`src/design/sctc_pkg.sv`:
```
package sctc_pkg;

   localparam int TABLE_ROWS          = 128;
   localparam int TABLE_COLUMNS       = 6;
   localparam int TABLE_ENTRIES       = TABLE_ROWS * TABLE_COLUMNS;
   localparam int QUEUE_DEPTH_DEFAULT = 4;

   localparam int ROW_W   = 7;
   localparam int COL_W   = 3;
   localparam int INDEX_W = 10;
   localparam int WORD_W  = 16;
   localparam int CHAR_W  = 8;
   localparam int LOCK_W  = 3;
   localparam int MOD_W   = 6;

   // index / 6 as (index * 683) >> 12, exact for index < 768
   localparam int DIV6_MUL   = 683;
   localparam int DIV6_SHIFT = 12;
   localparam int PROD_W     = 20;

   localparam int RELEASE_BIT = 7;
   localparam int CAPS_BIT    = 15;

   localparam logic [ROW_W-1:0] PAD_SLASH_CODE   = 7'h35;
   localparam logic [ROW_W-1:0] RIGHT_SHIFT_CODE = 7'h36;
   localparam logic [ROW_W-1:0] PAD_CODE_FIRST   = 7'h47;
   localparam logic [ROW_W-1:0] PAD_CODE_LAST    = 7'h53;

   localparam logic [WORD_W-1:0] VAL_PREFIX     = 16'h1000;
   localparam logic [WORD_W-1:0] VAL_CTRL       = 16'h0200;
   localparam logic [WORD_W-1:0] VAL_SHIFT      = 16'h0400;
   localparam logic [WORD_W-1:0] VAL_ALT        = 16'h0800;
   localparam logic [WORD_W-1:0] VAL_CAPS_KEY   = 16'h010D;
   localparam logic [WORD_W-1:0] VAL_NUM_KEY    = 16'h010E;
   localparam logic [WORD_W-1:0] VAL_SCROLL_KEY = 16'h010F;
   localparam logic [WORD_W-1:0] VAL_PAD_FIRST  = 16'h0101;
   localparam logic [WORD_W-1:0] VAL_PAD_LAST   = 16'h010C;

   localparam logic [CHAR_W-1:0] ESC_BYTE     = 8'h1B;
   localparam logic [CHAR_W-1:0] BRACKET_BYTE = 8'h5B;
   localparam logic [CHAR_W-1:0] SLASH_BYTE   = 8'h2F;

   // lock bits
   localparam int LK_SCROLL = 0;
   localparam int LK_NUM    = 1;
   localparam int LK_CAPS   = 2;

   // modifier bits
   localparam int MK_CTRL_L  = 0;
   localparam int MK_CTRL_R  = 1;
   localparam int MK_SHIFT_L = 2;
   localparam int MK_SHIFT_R = 3;
   localparam int MK_ALT_L   = 4;
   localparam int MK_ALT_R   = 5;

   // keymap columns
   localparam logic [COL_W-1:0] COL_PLAIN     = 3'd0;
   localparam logic [COL_W-1:0] COL_SHIFT     = 3'd1;
   localparam logic [COL_W-1:0] COL_ALT       = 3'd2;
   localparam logic [COL_W-1:0] COL_ALTGR     = 3'd3;
   localparam logic [COL_W-1:0] COL_ALT_SHIFT = 3'd4;
   localparam logic [COL_W-1:0] COL_CTRL      = 3'd5;

   typedef enum logic {
      OP_SCAN,
      OP_WRITE
   } op_type;

   typedef struct packed {
      op_type              op;
      logic [ROW_W-1:0]    row;
      logic [COL_W-1:0]    col;
      logic                press;
      logic [WORD_W-1:0]   word;
   } entry_type;

   function automatic logic [CHAR_W-1:0] pad_letter(input logic [3:0] idx);
      logic [CHAR_W-1:0] ch;
      unique case (idx)
         4'd0:    ch = 8'h48; // H
         4'd1:    ch = 8'h59; // Y
         4'd2:    ch = 8'h41; // A
         4'd3:    ch = 8'h42; // B
         4'd4:    ch = 8'h44; // D
         4'd5:    ch = 8'h43; // C
         4'd6:    ch = 8'h56; // V
         4'd7:    ch = 8'h55; // U
         4'd8:    ch = 8'h47; // G
         4'd9:    ch = 8'h53; // S
         4'd10:   ch = 8'h54; // T
         default: ch = 8'h40; // @
      endcase
      return ch;
   endfunction

endpackage

```
`src/design/sctc_front.sv`:
```
module sctc_front (
   input  logic                           push,
   input  logic                           full,
   input  logic                           req_type,
   input  logic [7:0]                     req_scan_byte,
   input  logic [sctc_pkg::INDEX_W-1:0]   req_map_index,
   input  logic [sctc_pkg::WORD_W-1:0]    req_map_word,
   output logic                           q_push,
   output sctc_pkg::entry_type            q_entry
);
   import sctc_pkg::*;

   logic                 accept;
   logic                 in_range;
   logic [PROD_W-1:0]    prod;
   logic [ROW_W-1:0]     wr_row;
   logic [INDEX_W-1:0]   row_x6;
   logic [INDEX_W-1:0]   col_rem;

   assign accept   = push && !full;
   assign in_range = req_map_index < INDEX_W'(TABLE_ENTRIES);

   // row = index / 6 by reciprocal, column = remainder
   assign prod    = PROD_W'(req_map_index) * PROD_W'(DIV6_MUL);
   assign wr_row  = prod[DIV6_SHIFT +: ROW_W];
   assign row_x6  = {1'b0, wr_row, 2'b00} + {2'b00, wr_row, 1'b0};
   assign col_rem = req_map_index - row_x6;

   always_comb begin
      q_entry = '0;
      if (req_type) begin
         q_entry.op   = OP_WRITE;
         q_entry.row  = wr_row;
         q_entry.col  = col_rem[COL_W-1:0];
         q_entry.word = req_map_word;
      end else begin
         q_entry.op    = OP_SCAN;
         q_entry.row   = req_scan_byte[ROW_W-1:0];
         q_entry.press = !req_scan_byte[RELEASE_BIT];
      end
   end

   // out-of-range keymap writes are taken and dropped here
   assign q_push = accept && (!req_type || in_range);

endmodule

```
`config.mk`:
```
export PLATFORM = sky130hd
export DESIGN_NAME = sctc_front
export DESIGN_NICKNAME = d
export VERILOG_FILES = /design/src/design/sctc_pkg.sv /design/src/design/sctc_front.sv
export SDC_FILE = /design/constraint.sdc
export NUM_CORES = 1
export LEC_CHECK = 0
export BUFFER_PORTS_ARGS = -buffer_cell sky130_fd_sc_hd__buf_2
export CAP_MARGIN = 15
export CORE_MARGIN = 2
export CORE_UTILIZATION = 59
export DETAILED_ROUTE_END_ITERATION = 6
export GPL_ROUTABILITY_DRIVEN = 0
export PLACE_DENSITY = 0.91
export SLEW_MARGIN = 40
export SYNTH_ARGS = -nofsm -noshare
export SYNTH_HDL_FRONTEND = slang
export SYNTH_SLANG_ARGS = --single-unit
```
`constraint.sdc`:
```
create_clock -name vclk -period 17.2
set_input_delay 3.44 -clock vclk [all_inputs]
set_output_delay 3.44 -clock vclk [all_outputs]
set_load 0.01 [all_outputs]
```
* Word-level counts from Yosys, hierarchy flattened
Cells that the tools add are included.
Widths: inputs -> output; s select.
** Word-level totals
- Output and inout port bits :: 29
- Logic and storage cells :: 14
- Bits of input ports :: 37
- Bits in registers :: 0
** Operators by class
- Add/sub/neg operators :: 2
- $mul :: 1
- Muxes and demuxes :: 4
- Reduce and logical (&&, ||, !) cells :: 6
- $lt $le $gt $ge :: 1
** Operators by type and width (count)
- $mul 10x10->19 const B :: 1
- $mux 16 :: 1
- $lt 10x10->1 const B :: 1
- $mux 8 :: 1
- $add 3x3->3 :: 1
- $logic_not 1->1 :: 3
- $mux 3 :: 1
- $sub 3x3->3 :: 1
- $logic_and 1x1->1 :: 2
- $logic_or 1x1->1 :: 1
- $mux 1 :: 1

* Depth between registers and ports, before layout
- Depth after elaboration :: 4
- Depth in mapped cells :: 19
- Gate-level depth less buffers :: 19

* Least setup slack after synthesis
No wires, ideal clock.
- Path kind :: input port to output port
- Start point :: input req_map_index[0] (netlist name)
- End point :: output q_entry[19] (netlist name)
- Setup slack :: 6.249 ns
- Data required time :: 13.760 ns
- Stages on the path :: 17
- Path buffers :: 0
- Data arrival time :: 7.511 ns
- Cells stage by stage :: ha_1 > ha_1 > fa_1 > fa_1 > inv_1 > fa_1 > inv_1 > ha_1 > nand2_1 > a211o_1 > o211ai_1 > nand3_1 > and2_1 > ha_1 > xor2_1 > xnor3_1 > mux2i_1
** RTL lines
- start, declared :: line sctc_front.sv:6 : input logic [sctc_pkg::INDEX_W-1:0] req_map_index,
- end, declared :: line sctc_front.sv:9 : output sctc_pkg::entry_type q_entry

==> metrics.txt <==
final std cells w/o fill 339; # port buffers 66; total power 264 uW; min cycle time layout 11360 ps; Slew @ Worst Pin 419 ps; total setup buffers inserted after CTS 0; initial antenna violation count 0; number of remaining DRC errors 0; Setup TNS 0 ps; final setup fails 0; Slew Limit Fails 0; commonest cells after routing, fill and taps aside buf_2 (66), ha_1 (61), inv_1 (54); Achievable Freq 0.0880 GHz; dominant cells by area after synthesis ha_1 (38%), fa_1 (21%), inv_1 (10%); critical path endpoint category output port; hold depth 3; maximum vdd drop 0.104 mV; Cell variety after synth 41; Critical Path Fanout Max 4; RSZ-0062 raised after global routing no; vias in the first global route 1906; worst min path class in -> out; Avg Cell Area, Syn 8.72 sq um; I/O pin cnt 66; Worst Hold End q_push; CTS Hold Buffers Added 0; DIE AREA 3930 sq um; die height 62.7 um; Net Count, Synth 352; pwr dens 110 nW/um^2; Inserted Diodes 0; fraction of layout cells with a size suffix above 1 0.249; Leak 1.46 nW; crit path kind in -> out; Via Count 1805; FFs & Latches 0; post-DR wirelength/cell 13.6 um; Routed Wire Length 4.60 mm; Post-CTS Resized 0; commonest non-fill, non-tap cell in the layout buf_2; drt via density 5.32; Critical Path AT 7920 ps; initial core utilization 0.614; register area share after synthesis 0; cells after synthesis 233; WP data required 13760 ps; Sequential Area 0 sq um; Syn Std Cell Area 2030 sq um; Final #Nets 414; max cap viols 0; Max-Slew Margin vs Limit 0.720; Placed Cells 339; Hold Slack 7120 ps; core area 3310 sq um; DRT Pass-1 Iters 4; first-pass GRT wire length 7.86 mm; Synth-to-Final Area Change 17.8%; status finished clean; final hold violation count 0; clk_buf instances 0; DIE WIDTH 62.7 um; Synth area leader ha_1; largest net degree at the start of global routing 31; HPWL Detailed 4.22 mm; Cell Rows 21; Final period util 0.661; grt total ovfl 0; synth warn 0; share of the synthesized area in the top cell type 0.376; worst hold start full; 1st-iter DRT viols 94; all-layer global routing usage 0.245; Setup crit start kind primary input; Final ANT Viol Nets 0
-- stage by stage --
step,setup slack (ps),utilization,instance area (sq um)
final,5840,0.723,2390
after CTS,5840,0.723,2390
after floorplan,6250,-,2030
after global routing,5610,0.723,2390
after global placement,5980,0.723,2390
after detailed placement,5870,0.723,2390
-- where the power goes --
group | internal, mW | switching (mW) | total [mW]
Clock | 0 | 0 | 0
Combinational | 0.121 | 0.143 | 0.264
Sequential | 0 | 0 | 0
-- kinds of logic after synthesis --
family	Yosys count	share of synthesized area
buffers and inverters	60	0.113
and+or+nand+nor	48	0.137
AOI/OAI and AO/OA	32	0.112
muxes	2	0.0105
xor gates and xnor gates	9	0.0456
adders and majority gates	82	0.583
-- routing by layer --
metal | global-route usage | up-vias | share of wire
li1 | - | 896 | -
met1 | 0.297 | 840 | 0.42
met2 | 0.478 | 63 | 0.51
met3 | 0.0180 | 6 | 0.054
met4 | 0.0306 | 0 | 0.014
met5 | 0 | - | 0
-- how the worst max path moves through the flow --
stage | slack (ps) | endpoint | from
2_1_floorplan | 6250 | q_entry[19] | req_map_index[0]
3_3_place_gp | 5980 | q_entry[19] | req_map_index[2]
3_5_place_dp | 5870 | q_entry[19] | req_map_index[5]
4_1_cts | 5840 | q_entry[19] | req_map_index[5]
5_1_grt | 5610 | q_entry[19] | req_map_index[0]
6_report | 5840 | q_entry[19] | req_map_index[5]
-- synthesized netlist by cell type (2+ instances only) --
master,count
and3_1,3
fa_1,21
nor3_1,2
a21o_1,6
nor2_1,7
o21ai_1,2
xnor2_1,5
nand2_1,7
clkbuf_1,5
ha_1,61
nand3_1,5
inv_1,54
xor2_1,3
o21ai_0,2
and2_1,17
a21oi_1,8
-- worst max-delay path, stage by stage --
cell and delay, ps:
buf_2 130, ha_1 320, ha_1 280, inv_1 40, fa_1 490, inv_1 70
fa_1 540, inv_1 60, fa_1 520, inv_1 50, ha_1 260, nand2_1 60
a211o_1 250, o211ai_1 220, nand3_1 140, and2_1 160, ha_1 200, xor2_1 150
xnor3_1 240, mux2i_1 140, buf_2 140
-- final cells by class --
class	count	area [sq um]
inverters	54	203
fillers	266	917
multi-input cells	173	1800
well taps	46	57.6
repair buffers	66	330
No activity file was read; power rests on OpenSTA's default activity.
