==> config.mk <==
export PLATFORM = sky130hd
export DESIGN_NAME = sctc_queue
export DESIGN_NICKNAME = d
export VERILOG_FILES = /design/src/design/sctc_pkg.sv /design/src/design/sctc_queue.sv
export SDC_FILE = /design/constraint.sdc
export NUM_CORES = 1
export LEC_CHECK = 0
export ABC_CLOCK_PERIOD_IN_PS = 2150
export BUFFER_PORTS_ARGS = -buffer_cell sky130_fd_sc_hd__buf_2
export CAP_MARGIN = 20
export CORE_MARGIN = 1
export CORE_UTILIZATION = 51
export CTS_CLUSTER_SIZE = 25
export DETAILED_ROUTE_END_ITERATION = 8
export GPL_TIMING_DRIVEN = 0
export MAX_ROUTING_LAYER = met4
export PLACE_DENSITY_LB_ADDON = 0.1
export SYNTH_ARGS = -nofsm -noshare
export SYNTH_HDL_FRONTEND = slang
export SYNTH_SLANG_ARGS = --single-unit
==> constraint.sdc <==
create_clock -name clock -period 2.15 [get_ports clock]
set_input_delay 0.215 -clock clock [delete_from_list [all_inputs] [get_ports clock]]
set_output_delay 0.215 -clock clock [all_outputs]
set_load 0.01 [all_outputs]
==> src/design/sctc_pkg.sv <==
package sctc_pkg;

   localparam int TABLE_ROWS          = 128;
   localparam int TABLE_COLUMNS       = 6;
   localparam int TABLE_ENTRIES       = TABLE_ROWS * TABLE_COLUMNS;
   localparam int QUEUE_DEPTH_DEFAULT = 4;

   localparam int ROW_W   = 7;
   localparam int COL_W   = 3;
   localparam int INDEX_W = 10;
   localparam int WORD_W  = 16;
   localparam int CHAR_W  = 8;
   localparam int LOCK_W  = 3;
   localparam int MOD_W   = 6;

   // index / 6 as (index * 683) >> 12, exact for index < 768
   localparam int DIV6_MUL   = 683;
   localparam int DIV6_SHIFT = 12;
   localparam int PROD_W     = 20;

   localparam int RELEASE_BIT = 7;
   localparam int CAPS_BIT    = 15;

   localparam logic [ROW_W-1:0] PAD_SLASH_CODE   = 7'h35;
   localparam logic [ROW_W-1:0] RIGHT_SHIFT_CODE = 7'h36;
   localparam logic [ROW_W-1:0] PAD_CODE_FIRST   = 7'h47;
   localparam logic [ROW_W-1:0] PAD_CODE_LAST    = 7'h53;

   localparam logic [WORD_W-1:0] VAL_PREFIX     = 16'h1000;
   localparam logic [WORD_W-1:0] VAL_CTRL       = 16'h0200;
   localparam logic [WORD_W-1:0] VAL_SHIFT      = 16'h0400;
   localparam logic [WORD_W-1:0] VAL_ALT        = 16'h0800;
   localparam logic [WORD_W-1:0] VAL_CAPS_KEY   = 16'h010D;
   localparam logic [WORD_W-1:0] VAL_NUM_KEY    = 16'h010E;
   localparam logic [WORD_W-1:0] VAL_SCROLL_KEY = 16'h010F;
   localparam logic [WORD_W-1:0] VAL_PAD_FIRST  = 16'h0101;
   localparam logic [WORD_W-1:0] VAL_PAD_LAST   = 16'h010C;

   localparam logic [CHAR_W-1:0] ESC_BYTE     = 8'h1B;
   localparam logic [CHAR_W-1:0] BRACKET_BYTE = 8'h5B;
   localparam logic [CHAR_W-1:0] SLASH_BYTE   = 8'h2F;

   // lock bits
   localparam int LK_SCROLL = 0;
   localparam int LK_NUM    = 1;
   localparam int LK_CAPS   = 2;

   // modifier bits
   localparam int MK_CTRL_L  = 0;
   localparam int MK_CTRL_R  = 1;
   localparam int MK_SHIFT_L = 2;
   localparam int MK_SHIFT_R = 3;
   localparam int MK_ALT_L   = 4;
   localparam int MK_ALT_R   = 5;

   // keymap columns
   localparam logic [COL_W-1:0] COL_PLAIN     = 3'd0;
   localparam logic [COL_W-1:0] COL_SHIFT     = 3'd1;
   localparam logic [COL_W-1:0] COL_ALT       = 3'd2;
   localparam logic [COL_W-1:0] COL_ALTGR     = 3'd3;
   localparam logic [COL_W-1:0] COL_ALT_SHIFT = 3'd4;
   localparam logic [COL_W-1:0] COL_CTRL      = 3'd5;

   typedef enum logic {
      OP_SCAN,
      OP_WRITE
   } op_type;

   typedef struct packed {
      op_type              op;
      logic [ROW_W-1:0]    row;
      logic [COL_W-1:0]    col;
      logic                press;
      logic [WORD_W-1:0]   word;
   } entry_type;

   function automatic logic [CHAR_W-1:0] pad_letter(input logic [3:0] idx);
      logic [CHAR_W-1:0] ch;
      unique case (idx)
         4'd0:    ch = 8'h48; // H
         4'd1:    ch = 8'h59; // Y
         4'd2:    ch = 8'h41; // A
         4'd3:    ch = 8'h42; // B
         4'd4:    ch = 8'h44; // D
         4'd5:    ch = 8'h43; // C
         4'd6:    ch = 8'h56; // V
         4'd7:    ch = 8'h55; // U
         4'd8:    ch = 8'h47; // G
         4'd9:    ch = 8'h53; // S
         4'd10:   ch = 8'h54; // T
         default: ch = 8'h40; // @
      endcase
      return ch;
   endfunction

endpackage

==> src/design/sctc_queue.sv <==
module sctc_queue #(
   parameter int DEPTH = sctc_pkg::QUEUE_DEPTH_DEFAULT
) (
   input  logic                 clock,
   input  logic                 reset,
   input  logic                 push,
   input  sctc_pkg::entry_type  wr_entry,
   output logic                 full,
   input  logic                 pop,
   output sctc_pkg::entry_type  rd_entry,
   output logic                 valid
);
   import sctc_pkg::*;

   localparam int PTR_W = (DEPTH > 1) ? $clog2(DEPTH) : 1;
   localparam int CNT_W = $clog2(DEPTH + 1);

   entry_type          mem_ff [DEPTH];
   logic [PTR_W-1:0]   wr_ptr_ff, wr_ptr_in;
   logic [PTR_W-1:0]   rd_ptr_ff, rd_ptr_in;
   logic [CNT_W-1:0]   count_ff, count_in;
   logic               do_push, do_pop;

   assign full     = count_ff == CNT_W'(DEPTH);
   assign valid    = count_ff != '0;
   assign rd_entry = mem_ff[rd_ptr_ff];
   assign do_push  = push && !full;
   assign do_pop   = pop && valid;

   always_comb begin
      wr_ptr_in = wr_ptr_ff;
      rd_ptr_in = rd_ptr_ff;
      count_in  = count_ff;
      if (do_push) begin
         wr_ptr_in = (wr_ptr_ff == PTR_W'(DEPTH - 1)) ? '0 : wr_ptr_ff + 1'b1;
      end
      if (do_pop) begin
         rd_ptr_in = (rd_ptr_ff == PTR_W'(DEPTH - 1)) ? '0 : rd_ptr_ff + 1'b1;
      end
      if (do_push && !do_pop) begin
         count_in = count_ff + 1'b1;
      end else if (do_pop && !do_push) begin
         count_in = count_ff - 1'b1;
      end
   end

   always_ff @(posedge clock) begin
      if (reset) begin
         wr_ptr_ff <= '0;
         rd_ptr_ff <= '0;
         count_ff  <= '0;
      end else begin
         wr_ptr_ff <= wr_ptr_in;
         rd_ptr_ff <= rd_ptr_in;
         count_ff  <= count_in;
      end
   end

   always_ff @(posedge clock) begin
      if (do_push) begin
         mem_ff[wr_ptr_ff] <= wr_entry;
      end
   end

endmodule

Word-level counts from Yosys, hierarchy flattened

Memories as Yosys holds them, arrays and structs flattened. A register that Yosys moved wholly into a read port is not among the register bits.
Cells that the tools add are included.
Widths: inputs -> output; s select.

Add/subtract/negate cells: 4
Multipliers: 0
Divide/modulo/power cells: 0
$lt $le $gt $ge: 0
Equal/unequal tests: 3
Shift operators: 0
Mux-type cells: 8
Bitwise gates (word level): 0
Reductions and logical operators: 9

Operator list:

| cell                | number |
|---|---|
| $mux 2              | 4 |
| $mux 3              | 2 |
| $add 2x1->2 const B | 2 |
| $eq 2x2->1 const B  | 2 |
| $logic_and 1x1->1   | 4 |
| $add 3x1->3 const B | 1 |
| $eq 3x3->1 const B  | 1 |
| $logic_not 1->1     | 3 |
| $reduce_bool 3->1   | 1 |
| $sub 3x1->3 const B | 1 |
| $mux 1              | 2 |
| $reduce_bool 2->1   | 1 |

Register bits after elaboration: 7
Latch bits: 0
Memory bits (writable): 112
Memory bits (read-only): 0
Input bits: 32
Output and inout port bits: 30
Word-level logic and storage cells: 28
Memories kept: 1

Memory list:

| memory | depth | bits a word | read ports | clocked after memory_dff | write ports | line             | RTL |
|---|---|---|---|---|---|---|---|
| mem_ff | 4     | 28          | 1          | 1                        | 1           | sctc_queue.sv:18 | `entry_type mem_ff [DEPTH];` |

Logic depth before layout (Yosys ltp)

Gate-level depths: netlist of run 1.

Depth after elaboration: 7
Depth in mapped cells: 10
Mapped depth without buffers: 9

Worst setup path after synthesis of run 1

Ideal clock, no wire load.

Path type: register -> register
From: register count_ff[0]
To: register count_ff[2]
Setup time: 0.070 ns
Data arrival time: 2.010 ns
Required time: 2.080 ns
Slack: 0.070 ns
Stages on the path, launching flop included: 11
Buffers on the path: 1
Clock period less this slack: 2.080 ns
Path through: dfxtp_1 or3b_1 buf_6 clkinv_4 nor2_2 ha_1 inv_1 fa_1 xor2_1 or3_1 a21oi_1

Longest elaborated chain between the ends: 6
Elaborated cells between the ends (all ways): 14
Those cells by class: 2 x add/sub; 1 x eq/ne; 2 x mux; 9 x reduce/logical

Ends and longest elaborated chain:

| item                        | line             | RTL |
|---|---|---|
| start: declaration          | sctc_queue.sv:21 | `logic [CNT_W-1:0] count_ff, count_in;` |
| start signal: assignment    | sctc_queue.sv:55 | `count_ff <= count_in;` |
| $eq 3x3->1 *                | sctc_queue.sv:24 | `assign full = count_ff == CNT_W'(DEPTH);` |
| net full                    | sctc_queue.sv:8  | `output logic full,` |
| $logic_not 1->1 *           | sctc_queue.sv:27 | `assign do_push = push && !full;` |
| $logic_and 1x1->1 *         | sctc_queue.sv:27 |  |
| net do_push                 | sctc_queue.sv:22 | `logic do_push, do_pop;` |
| $logic_not 1->1             | sctc_queue.sv:42 | `end else if (do_pop && !do_push) begin` |
| $logic_and 1x1->1           | sctc_queue.sv:42 |  |
| $reduce_bool 2->1 (no line) | n/a              |  |

The timed path passes the listed nets; every way through them passes the cells marked *. The select of a mux whose other input is x is not followed.
A chain may end at the register's enable or synchronous reset.

Final worst setup path of run 1

From: register count_ff[2]
To: register count_ff[2]

Longest elaborated chain between the ends: 6
Elaborated cells between the ends (all ways): 14
Those cells by class: 2 x add/sub; 1 x eq/ne; 2 x mux; 9 x reduce/logical

Ends and longest elaborated chain:

| item                        | line |
|---|---|
| $eq 3x3->1 *                | sctc_queue.sv:24 |
| $logic_not 1->1 *           | sctc_queue.sv:27 |
| $logic_and 1x1->1 *         | sctc_queue.sv:27 |
| net do_push                 | sctc_queue.sv:22 |
| $logic_not 1->1             | sctc_queue.sv:42 |
| $logic_and 1x1->1           | sctc_queue.sv:42 |
| $reduce_bool 2->1 (no line) | n/a |

Marked as above.

==> results.md, run 1 <==
* Synth top area share at 74.0%
* Post-synthesis cell type count at 27
* Area Growth Syn to Fin at 31.3%
* Hold WS at 0.0307 ns
* Nets at 351
* Initial antenna violation count at 0
* CTS tree: built
* Syn Area/Cell at 23.2 um^2
* Avg WL per Cell at 17.9 um
* Fraction of layout cells with a size suffix above 1 at ~45%
* # setup viols final at 0
* CTS buffer count at 17
* Die height at 96.4 um
* Period utilization at 96.3%
* Worst-margin pin slew at 0.773 ns
* Global routing usage on met2 at between 20% and 30%
* CP required at between 2 and 3 ns
* CP Data Arrival Time at 2.50 ns
* Number of diodes at 0
* I/O pin count at 62
* Die X at 96.4 um
* Worst-path clk slew at ~0.05 ns
* Initial Utilization at 52.4%
* Critical path fanouts, max at 5
* Finished Cell Area at a little under 6000 um^2
* Worst skew pair latency at 0.50 ns
* Iter 0 DRT Violations at 120
* DP Wirelength at 4.18 mm
* Final WL at about 7.7 mm
* EDFF count, synth at roughly 110
* Max-slew violation count at 0
* Final hold violations at 0
* Die area at 9290 um^2
* Met3 Use GR at 7.75%
* Status: complete, no violations
* Routed vias at 2263
* Yosys warns at 0
* Reg2Reg Setup Slack at 0.08 ns
* Max Fclk at a little under 0.5 GHz
* Met1 Track Usage GR at 24.0%
* Async SR Flop Fraction at 0%
* Final Non-Filler Cells at 431
* Top FF cell, synth: edfxtp_1
* Lkg Pwr at ~0.0021 uW
* Number of H-tree levels at 4
* PwrDens at 1180 nW/um^2
* Register area share after synthesis at around 80%
* Vias in the first global route at ~2200
* Hold/Removal Path Class: in -> reg
* DR DRC count at 0
* CTS sink cnt at 121
* Crit path kind: reg -> reg
* Seq cells post-synth at about 120
* Core area at 8680 um^2
* DR pass1 iterations at 4
* Synthesized instance count at 196
* Startpoint type of the worst setup path: flip-flop
* Setup TNS Final at 0 ns
* Total power at 7060 uW
* Fin crit period at 2.07 ns
* Setup crit end kind: flip-flop
* First-pass GRT wire length at 11.5 mm
* Max Buffers Root-to-Sink at 2
* Rows at 34
* Vias per cell at 5.25
* GPL Wtd Cong at 0.663
* Setup Skew at approximately 0.0084 ns
* GRT busiest layer: met2
* Mapped Nets at between 200 and 250
* Total of max-cap violations at 0
* Placed Cells at 364
* Total congestion overflow at 0
* Cell area after synthesis at ~4500 um^2
* Overall routing resource usage at between 10% and 20%
* Antenna viol nets, final at 0
* Largest net degree at the start of global routing at 29
* Max VDD drop at slightly above 0.6 mV
* Worst slew margin at 48.5%
* Buffers added on ports at 60
* Top post-synthesis cells by area: edfxtp_1, mux4_2, dfxtp_1, ha_1, buf_6
* Root buffer cell: clkbuf_8
* Post-DP Area at between 4000 and 5000 um^2
* Area leader, netlist: edfxtp_1
==> Yosys cell counts, drive strengths merged (2+ instances only) <==
cell type / number
nand3: 2
mux2i: 2
inv: 3
xor2: 2
edfxtp: 112
ha: 6
o21ai: 2
buf: 6
or3: 3
mux4: 28
and3: 4
a21oi: 3
clkbuf: 2
dfxtp: 9
o31ai: 2
nor2: 4
==> power breakdown <==
| part | total (uW) | switching [uW] | internal [uW] |
|---|---|---|---|
| Sequential | 2960 | 86.8 | 2870 |
| Clock | 2510 | 907 | 1600 |
| Combinational | 1590 | 740 | 849 |
==> sequential cells by signal (all words and copies together) (netlist names), named ones only <==
register   count
wr_ptr_ff      2
mem_ff       112
count_ff       3
rd_ptr_ff      2
==> per-layer routing <==
metal	up-vias	wire length, um
met4	0	60
met3	7	302
met1	1154	3430
met5	-	0
li1	1048	-
met2	54	3920
==> through the flow <==
step / setup slack, ns / util, %
floorplan: 0.0703 / -
global placement: -0.244 / 57.4
detailed placement: -0.0703 / 57.4
CTS: -0.00986 / 67.0
global route: -0.0225 / 68.7
finish: 0.0795 / 68.7
==> critical path, cell delays in order, from the launching register on <==
cell	delay, ns
dfxtp_4	0.35
or3b_1	0.17
buf_6	0.12
clkinv_4	0.05
nor2_4	0.14
ha_4	0.15
inv_1	0.05
fa_2	0.33
xor2_1	0.16
or3_1	0.39
a21oi_2	0.11
==> cell families (layout without fill, tap and decap cells) <==
logic type               after synthesis  in the layout  share of synthesized area [%]
AO/OA/AOI/OAI                          7              7                           1.10
AND/OR/NAND/NOR                       16             16                           1.96
XOR/XNOR                               2              2                          0.386
buffers and inverters                 13            140                           2.15
multiplexers                          30             30                           14.3
adder cells (fa/ha/maj)                7              7                           2.09
flip-flops                           121            121                           78.0
==> final timing paths <==
check                                  start           end  cells past startpoint
worst max-delay path             count_ff[2]   count_ff[2]                     10
worst min-delay path                    push  wr_ptr_ff[0]                      3
worst max register to register   count_ff[2]   count_ff[2]                     10
worst min register to register  rd_ptr_ff[0]  rd_ptr_ff[0]                      2
==> layout by cell type, fill, tap and decap left out, types with 3 or more instances in the layout <==
master         instances
buf_2                 61
clkinv_1               4
buf_4                  9
dfxtp_1                6
mux4_2                28
and3_2                 4
dlygate4sd3_1         28
dfxtp_4                3
clkinv_2               4
buf_12                 5
nor2_1                 3
ha_1                   5
edfxtp_1             112
clkbuf_16             16
or3_1                  3
inv_1                  3
==> timing repair <==
| action | 4_1_cts | 5_1_grt |
|---|---|---|
| pin swaps | 0 | 5 |
| buffers inserted | 0 | 9 |
| hold endpoints to repair | 112 | 0 |
| endpoints found under the setup margin | 21 | 21 |
| gates resized for setup | 7 | 15 |
| hold buffers | 28 | 0 |
==> area by class of cell <==
cell class	instances	area, um^2
Inverter	5	37.5
Multi-Input combinational cell	62	940
Clock buffer	18	418
Sequential cell	121	3550
Timing Repair Buffer	97	673
Buffer	8	95.1
Tap cell	108	135
Fill cell	601	2720
Clock inverter	12	110
Power figures use the tool's default switching activity.
==> run 2, diff against run 1 <==
- ABC_CLOCK_PERIOD_IN_PS: 2150 -> 2100
- CORE_UTILIZATION: 51 -> 56
- clock period: 2.15 -> 2.1 ns (I/O delays scaled with it)
==> run 2 against run 1 <==
- final cell count down 0.93%
- critical path depth did not move
- largest cell class unchanged
- hold slack better by 0.026 ns
- first-iteration DRC count down 13%
- flip-flop and latch count did not move
- sequential power is 2% higher
- clock power is 12% higher
- sequential share of layout area decreased by 0.39 points
==> results.md, run 2 (same netlist as run 1, synthesis figures left out) <==
* Startpoint type of the worst setup path: flip-flop
* Worst slew margin at 48.5% (+0.052 points)
* Routed vias at 2256 (-0.31%)
* Rows at 32 (-5.9%)
* Worst Path Buf+Inv at 3 (unchanged)
* Vias in the first global route at 2401 (+7.1%)
* Avg WL per Cell at 18.3 um (+2.0%)
* Setup Skew at 0.00715 ns (-0.00122 ns)
* Crit path kind: reg -> reg
* Number of H-tree levels at 4 (unchanged)
* Clock Power Share at 37.9% (+2.3 points)
* Hold/Removal Path Class: in -> reg
* Die height at 92.1 um (-4.5%)
* Vias per cell at 5.28 (+0.62%)
* CTS tree: built
* Total of max-cap violations at 0 (unchanged)
* Max-slew violation count at 0 (unchanged)
* CTS sink cnt at 121 (unchanged)
* Overall routing resource usage at 21.5% (+2.9 points)
* Status: complete, no violations
* CTS buffer count at 17 (unchanged)
* Setup TNS Final at 0 ns (unchanged)
* Worst setup margin at 0.0344 ns (-0.0451 ns)
* Internal power at 5580 uW (+4.9%)
* Initial Utilization at 58.5% (+6.1 points)
* Worst-margin pin slew at 0.772 ns (-0.000786 ns)
* # setup viols final at 0 (unchanged)
* Root buffer cell: clkbuf_8
* Buffers added on ports at 60 (unchanged)
* Worst skew pair latency at 0.51 ns (about the same)
* Fin crit period at 2.07 ns (-0.00489 ns)
* Max Buffers Root-to-Sink at 2 (unchanged)
* Net Sw Power at 1860 uW (+7.3%)
* Period utilization at 98.4% (+2.1 points)
* Die area at 8480 um^2 (-8.7%)
* First-pass GRT wire length at 12.5 mm (+8.9%)
* Iter 0 DRT Violations at 105 (-13%)
* Sequential Power Share at 40.8% (-1.1 points)
* Crit-path cells: or3b_1, buf_6, clkinv_4, nor2_4, ha_4, inv_1, fa_2, xor2_2, or3_1, a21oi_1
* PwrDens at 1240 nW/um^2 (+4.7%)
* DR DRC count at 0 (unchanged)
* CP required at 2.53 ns (-0.05 ns)
* Commonest non-fill, non-tap cell in the layout: edfxtp_1
* DP Wirelength at 4.34 mm (+3.9%)
* Max VDD drop at 0.751 mV (+23%)
* Final hold violations at 0 (unchanged)
* Lkg Pwr at 0.00213 uW (+0.20%)
* I/O pin count at 62 (unchanged)
* Number of diodes at 0 (unchanged)
* Area Growth Syn to Fin at 32.2%
* Most frequent cells in the layout: edfxtp_1, buf_2, dlygate4sd3_1
* Biggest register: mem_ff
* Worst-path clk slew at 0.06 ns (about the same)
* Nets at 351 (unchanged)
* DR pass1 iterations at 4 (unchanged)
* Critical path fanouts, max at 5 (unchanged)
* Die X at 92.1 um (-4.5%)
* Slowest cell on the critical path: dfxtp_4
* Largest net degree at the start of global routing at 29 (unchanged)
* Setup crit end kind: flip-flop
* Fraction of layout cells with a size suffix above 1 at 46.2% (+1.6 points)
* RSZ-0062 raised after global routing: yes
* Comb pwr share at 21.3% (-1.2 points)
* Worst path max stage delay at 0.35 ns (-0.04 ns)
* CP Data Arrival Time at 2.50 ns (about the same)
* GPL Wtd Cong at 0.715 (+7.9%)
* Dpl ws at -0.118 ns (-0.0482 ns)
* Antenna viol nets, final at 0 (unchanged)
* Biggest regs: mem_ff x112, count_ff x3
* Total congestion overflow at 0 (unchanged)
* Core area at 7770 um^2 (-10%)
* Final WL at 7.79 mm (+1.1%)
* Initial antenna violation count at 0 (unchanged)
* Max FFs per register at 112 (unchanged)
* Max Fclk at 0.484 GHz (+0.24%)
* Switching portion of total power at 25.0% (+0.42 points)
* Cell family with most CP delay: simple AND/OR/NAND/NOR gates
## run 2: cell count changes in the layout (fill, tap and decap cells not counted), moves of 2 or more
| cell | previous run | this run |
|---|---|---|
| buf_12 | 5 | 3 |
| clkinv_1 | 4 | 1 |
| clkinv_2 | 4 | 1 |
| clkinv_4 | 1 | 3 |
| clkinvlp_4 | 2 | 7 |
## run 2: what timing repair did
action / in CTS / in global routing
endpoints found under the hold margin: 113 / 0
pin swaps: 0 / 2
setup endpoints to repair: 21 / 21
resized for setup: 17 / 7
buffers inserted: 0 / 8
hold buffers: 29 / 0
gates cloned: 0 / 0
## run 2: layer usage
| layer | share of wire (%) | vias to the layer above | GRT usage, % |
|---|---|---|---|
| met2 | 54 | 58 | 36.3 |
| met5 | 0 | - | - |
| met4 | 1.8 | 0 | 8.59 |
| li1 | - | 1046 | - |
| met3 | 3.6 | 14 | 5.80 |
| met1 | 41 | 1138 | 24.5 |
## run 2: worst reg2reg max path, stage by stage (launching register included)
cell and delay [ns]:
dfxtp_4 0.35, or3b_1 0.18, buf_6 0.12, clkinv_4 0.06, nor2_4 0.15, ha_4 0.15
inv_1 0.05, fa_2 0.35, xor2_2 0.16, or3_1 0.30, a21oi_1 0.14
## run 2: final timing paths
kind	slack, ns	to	start	cells past startpoint
max	0.03	count_ff[2]	count_ff[2]	10
min	0.06	count_ff[1]	reset	2
max reg2reg	0.03	count_ff[2]	count_ff[2]	10
min reg2reg	0.50	flip-flop	rd_ptr_ff[0]	2
## run 2: power groups by stage
stage / registers [uW] / clock network, uW / logic (uW)
floorplan: 3030 / 0 / 948
global placement: 3060 / 0 / 1360
detailed placement: 3060 / 0 / 1390
CTS: 3040 / 2850 / 1500
global route: 3060 / 2970 / 1720
finish: 3030 / 2820 / 1580
## run 2: final cells by class
class | instances | area (um^2)
Timing Repair Buffer | 97 | 651
Tap cell | 102 | 128
Buffer | 8 | 97.6
Fill cell | 429 | 1760
Clock inverter | 15 | 178
Inverter | 5 | 37.5
Clock buffer | 17 | 414
Multi-Input combinational cell | 62 | 943
Sequential cell | 121 | 3560
## run 2: stage by stage
stage / utilization (%) / total power, uW / cell area [um^2] / hold slack [ns] / instances
global placement: 64.0 / 4420 / 4970 / 0.423 / 358
detailed placement: 64.1 / 4450 / 4980 / 0.428 / 358
CTS: 76.2 / 7390 / 5920 / 0.0399 / 419
finish: 77.3 / 7440 / 6000 / 0.0567 / 427
floorplan: - / 3980 / 4540 / 0.309 / 196
global route: 77.3 / 7750 / 6000 / 0.0624 / 427
